[src/sv/mie_pkg.sv]
// Shared types and constants for the integer execute unit.
// Used by the controller, the datapath and the top level; depends on nothing.
package mie_pkg;

   typedef logic [5:0] kind_type;
   typedef logic [1:0] status_type;

   localparam kind_type K_ADD    = 6'd0;
   localparam kind_type K_ADDI   = 6'd1;
   localparam kind_type K_ADDIU  = 6'd2;
   localparam kind_type K_ADDU   = 6'd3;
   localparam kind_type K_AND    = 6'd4;
   localparam kind_type K_ANDI   = 6'd5;
   localparam kind_type K_BEQ    = 6'd6;
   localparam kind_type K_BGEZ   = 6'd7;
   localparam kind_type K_BGEZAL = 6'd8;
   localparam kind_type K_BGTZ   = 6'd9;
   localparam kind_type K_BLEZ   = 6'd10;
   localparam kind_type K_BLTZ   = 6'd11;
   localparam kind_type K_BLTZAL = 6'd12;
   localparam kind_type K_BNE    = 6'd13;
   localparam kind_type K_DIV    = 6'd14;
   localparam kind_type K_DIVU   = 6'd15;
   localparam kind_type K_J      = 6'd16;
   localparam kind_type K_JALR   = 6'd17;
   localparam kind_type K_JAL    = 6'd18;
   localparam kind_type K_JR     = 6'd19;
   localparam kind_type K_LUI    = 6'd24;
   localparam kind_type K_MFHI   = 6'd28;
   localparam kind_type K_MFLO   = 6'd29;
   localparam kind_type K_MTHI   = 6'd30;
   localparam kind_type K_MTLO   = 6'd31;
   localparam kind_type K_MULT   = 6'd32;
   localparam kind_type K_MULTU  = 6'd33;
   localparam kind_type K_OR     = 6'd34;
   localparam kind_type K_ORI    = 6'd35;
   localparam kind_type K_SLL    = 6'd38;
   localparam kind_type K_SLLV   = 6'd39;
   localparam kind_type K_SLT    = 6'd40;
   localparam kind_type K_SLTI   = 6'd41;
   localparam kind_type K_SLTIU  = 6'd42;
   localparam kind_type K_SLTU   = 6'd43;
   localparam kind_type K_SRA    = 6'd44;
   localparam kind_type K_SRAV   = 6'd45;
   localparam kind_type K_SRL    = 6'd46;
   localparam kind_type K_SRLV   = 6'd47;
   localparam kind_type K_SUB    = 6'd48;
   localparam kind_type K_SUBU   = 6'd49;
   localparam kind_type K_XOR    = 6'd51;
   localparam kind_type K_XORI   = 6'd52;

   localparam status_type ST_OK          = 2'd0;
   localparam status_type ST_OVERFLOW    = 2'd1;
   localparam status_type ST_UNSUPPORTED = 2'd2;

   localparam logic [4:0]  RA_INDEX     = 5'd31;
   localparam logic [4:0]  DIV_LAST     = 5'd31;
   localparam logic [31:0] PC_STEP      = 32'd4;
   localparam logic [31:0] PC_SEG_MASK  = 32'hF000_0000;

   typedef enum logic [2:0] {
      S_IDLE,
      S_READ_D,
      S_EXEC,
      S_MUL,
      S_DIV,
      S_DIV_FIN,
      S_RESP
   } state_type;

   typedef struct packed {
      logic load;
      logic read_d;
      logic exec;
      logic mul_wr;
      logic div_step;
      logic div_fin;
   } cmd_type;

   typedef struct packed {
      logic is_mul;
      logic is_div;
      logic div_last;
   } dp_status_type;

endpackage

[src/sv/mie_ctrl.sv]
// Controller state machine for the integer execute unit.
// Depends on mie_pkg; drives the datapath through a command struct.
module mie_ctrl import mie_pkg::*; (
   input  logic          clock,
   input  logic          reset,
   input  logic          req_tvalid,
   output logic          req_tready,
   output logic          rsp_tvalid,
   input  logic          rsp_tready,
   input  dp_status_type dp_stat,
   output cmd_type       cmd
);

   state_type state_ff, state_in;

   always_ff @(posedge clock) begin
      if (reset) begin
         state_ff <= S_IDLE;
      end else begin
         state_ff <= state_in;
      end
   end

   always_comb begin
      state_in = state_ff;
      case (state_ff)
         S_IDLE: begin
            if (req_tvalid) state_in = S_READ_D;
         end
         S_READ_D: state_in = S_EXEC;
         S_EXEC: begin
            if (dp_stat.is_mul) state_in = S_MUL;
            else if (dp_stat.is_div) state_in = S_DIV;
            else state_in = S_RESP;
         end
         S_MUL: state_in = S_RESP;
         S_DIV: begin
            if (dp_stat.div_last) state_in = S_DIV_FIN;
         end
         S_DIV_FIN: state_in = S_RESP;
         S_RESP: begin
            if (rsp_tready) state_in = S_IDLE;
         end
         default: state_in = S_IDLE;
      endcase
   end

   always_comb begin
      cmd        = '0;
      req_tready = 1'b0;
      rsp_tvalid = 1'b0;
      case (state_ff)
         S_IDLE: begin
            req_tready = 1'b1;
            cmd.load   = req_tvalid;
         end
         S_READ_D:  cmd.read_d   = 1'b1;
         S_EXEC:    cmd.exec     = 1'b1;
         S_MUL:     cmd.mul_wr   = 1'b1;
         S_DIV:     cmd.div_step = 1'b1;
         S_DIV_FIN: cmd.div_fin  = 1'b1;
         S_RESP:    rsp_tvalid   = 1'b1;
         default: begin
            cmd = '0;
         end
      endcase
   end

endmodule

[config.mk]
export PLATFORM = sky130hd
export DESIGN_NAME = mie_ctrl
export DESIGN_NICKNAME = d
export VERILOG_FILES = /design/src/sv/mie_pkg.sv /design/src/sv/mie_ctrl.sv
export SDC_FILE = /design/constraint.sdc
export NUM_CORES = 1
export LEC_CHECK = 0
export BUFFER_PORTS_ARGS = -buffer_cell sky130_fd_sc_hd__buf_2
export CORE_AREA = 5 5 42 44
export CTS_CLUSTER_SIZE = 12
export DETAILED_ROUTE_END_ITERATION = 10
export DIE_AREA = 0 0 47 49
export GPL_TIMING_DRIVEN = 0
export PLACE_DENSITY_LB_ADDON = 0.1
export SLEW_MARGIN = 0
export SYNTH_ARGS = -nofsm -noshare
export SYNTH_HDL_FRONTEND = slang
export SYNTH_SLANG_ARGS = --single-unit
[constraint.sdc]
create_clock -name clock -period 1.17 [get_ports clock]
set_input_delay 0.2925 -clock clock [delete_from_list [all_inputs] [get_ports clock]]
set_output_delay 0.2925 -clock clock [all_outputs]
set_load 0.005 [all_outputs]
==> reports/qor.yml <==
status: "finished, violations left"
violations: "setup timing"
numCtsBuffers: 3
avgViaCountPerCell: 4.48
initial_utilization_pct: 17.4
cp_top_family: "flip-flops"
largest_register_ffs: 3
yosys.cell_types.count: 17
ys_seq_elements: 3
dieHeight_um: 49
worst_path_max_delay_cell: "dfxtp_4"
syn-mean-instance-area_um2: 9.76
reg.largest.list: "state_ff: 3 flops"
num_vias: 269
cts_max_level: 1
tns_ns: -0.739
die-area_mm2: 0.00230
syn_area_um2: 244
synth_cells: 25
antenna_cells: 0
antenna_found_initial: 0
final-hold-violation-count: 0
clock.fmax_mhz: 773
netSwitchingPower_uw: 129
cts_root_buf: "clkbuf_4"
critPathMaxFanout: 7
dpl.hpwl_um: 530
ant_nets: 0
dieWidth_um: 47
leakagePower_nw: 0.205
grt-ovfl-total: 0
tightest_slew_ns: 0.264
drv_cap: 0
cts_sinks: 3
clk_pin_slew_ns: 0.03
layout_setup_ws_ns: -0.123
max_slew_margin_pct: 82.3
crit_type: "flop to output pin"
cts_tree: "yes"
row_count: 14
grt_usage_pct: 7.38
hold_class: "input port to flop"
grt_pass1_wl_um: 1240
stdcell_area_um2: 400
arrival_ns: 1.00
synth_seq_area_share_pct: 24.6
path_cells: "buf_6, and3b_1, buf_2"
fillers: 168
synth_nets: 32
drt_iter0_markers: 1
powerDensity_mw_per_mm2: 1120
postCtsHoldBufs: 0
nets: 52
p_int_uw: 321
gp_congestion: 0.755
worst_clock_skew_ns: 0.00225
power_frac_comb_pct: 29.2
period_minus_slack_ns: 1.29
clock_latency_ns: 0.23
first_pass_iters: 3
power.share.clock_pct: 39.4
endpoint_kind: "output pin"
finalSetupViolCount: 8
top_register: "state_ff"
wl_um: 678
num_io_pins: 15
rsz0062_at_grt: "true"
period_share_pct: 111
area_delta_synth_final_pct: 64.1
maxSlewViolCount: 0
drive_above_1_share_pct: 70.5
p_seq_share_pct: 31.4
critPathRequiredTime_ns: 0.88
route.detailed.drc: 0
yosys_warnings: 0
clk_path_buf_depth: 2
crit_buf_inv: 2
peakVddDrop_mv: 0.427
total_power_uw: 450
grt_start_max_net_pins: 14
wire_per_inst_um: 11.3
cpPeakStageDelay_ns: 0.35
io_buffers: 14
coreArea_mm2: 0.00140
grt_pass1_vias: 296
place_area_um2: 334
cp-start-kind: "flop"
netSwitchingFraction_pct: 28.7
## power by group through the flow
stage / Combinational (mW) / Clock, mW / Sequential, mW
6_report: 0.131 / 0.177 / 0.142
5_1_grt: 0.146 / 0.202 / 0.145
4_1_cts: 0.143 / 0.190 / 0.132
3_5_place_dp: 0.135 / 0 / 0.123
3_3_place_gp: 0.131 / 0 / 0.123
2_1_floorplan: 0.0869 / 0 / 0.121
## per-layer routing
metal	track usage, %	share of wire, %	vias up
met2	12.7	55	8
met1	6.78	35	130
met4	4.61	0	0
met3	2.95	9.3	0
li1	-	-	131
met5	0	0	-
## what timing repair did
action                     CTS  global route
pin swaps                    1             2
setup endpoints to repair    8             8
gates resized for setup      6             5
setup buffers                3             0
## path summary, 6_finish.rpt
kind	slack [ns]	end	cells past startpoint	startpoint
worst max-delay path	-0.12	cmd[2]	3	state_ff[2]
worst min-delay path	0.27	state_ff[0]	2	reset
worst max register to register	0.07	state_ff[1]	4	state_ff[2]
worst min register to register	0.63	state_ff[0]	2	state_ff[0]
## placed cells by master, fill, tap and decap left out, drive strengths merged
cell type,count
buf,18
clkbuf,4
and3b,3
nor3b,3
dfxtp,3
nand2b,2
nor3,2
and2,1
nor2b,1
a211oi,1
a2111oi,1
nor2,1
o211a,1
nor4b,1
nor4,1
a21oi,1
## cells by family (layout without fill, tap and decap cells)
family          Yosys count  count (layout)  synth area share, %
simple gates             15              15                 49.2
compound gates            4               4                 15.4
buf+inv                   3              22                 10.8
flops                     3               3                 24.6
## synthesized netlist by cell type, drive strengths merged
cell	number	area share (%)
nor2	1	1.5
a211oi	1	3.1
nor4b	1	6.2
dfxtp	3	25
buf	3	11
o211a	1	4.1
a21oi	1	2.0
a2111oi	1	6.2
nor3	2	6.2
nor3b	3	9.2
and3b	3	11
nor2b	1	2.6
nand2b	2	5.1
nor4	1	5.1
and2	1	2.6
## worst register-to-register path: stages, from the launching register on
cell and delay [ns]:
dfxtp_4 0.35, buf_6 0.13, buf_4 0.15, nor4b_2 0.30, nor4_2 0.06
## cell type report
type | instances | area [µm²] | share of cell area, %
repair buffers | 17 | 92.6 | 23.1
flip-flops and latches | 3 | 71.3 | 17.8
multi-input cells | 19 | 179 | 44.7
plain buffers | 1 | 11.3 | 2.81
clock buffers | 4 | 26.3 | 6.56
well taps | 16 | 20.0 | 5.00
## through the flow
step | worst slack [ns] | utilization (%) | std cells | hold slack [ns]
final | -0.123 | 28.6 | 60 | 0.268
after global routing | -0.180 | 28.6 | 60 | 0.266
after global placement | 0.00103 | 23.8 | 55 | 0.509
after floorplan | 0.0786 | - | 25 | 0.361
after CTS | -0.156 | 27.9 | 61 | 0.257
after detailed placement | -0.00307 | 23.8 | 55 | 0.511
Power figures use the tool's default switching activity.
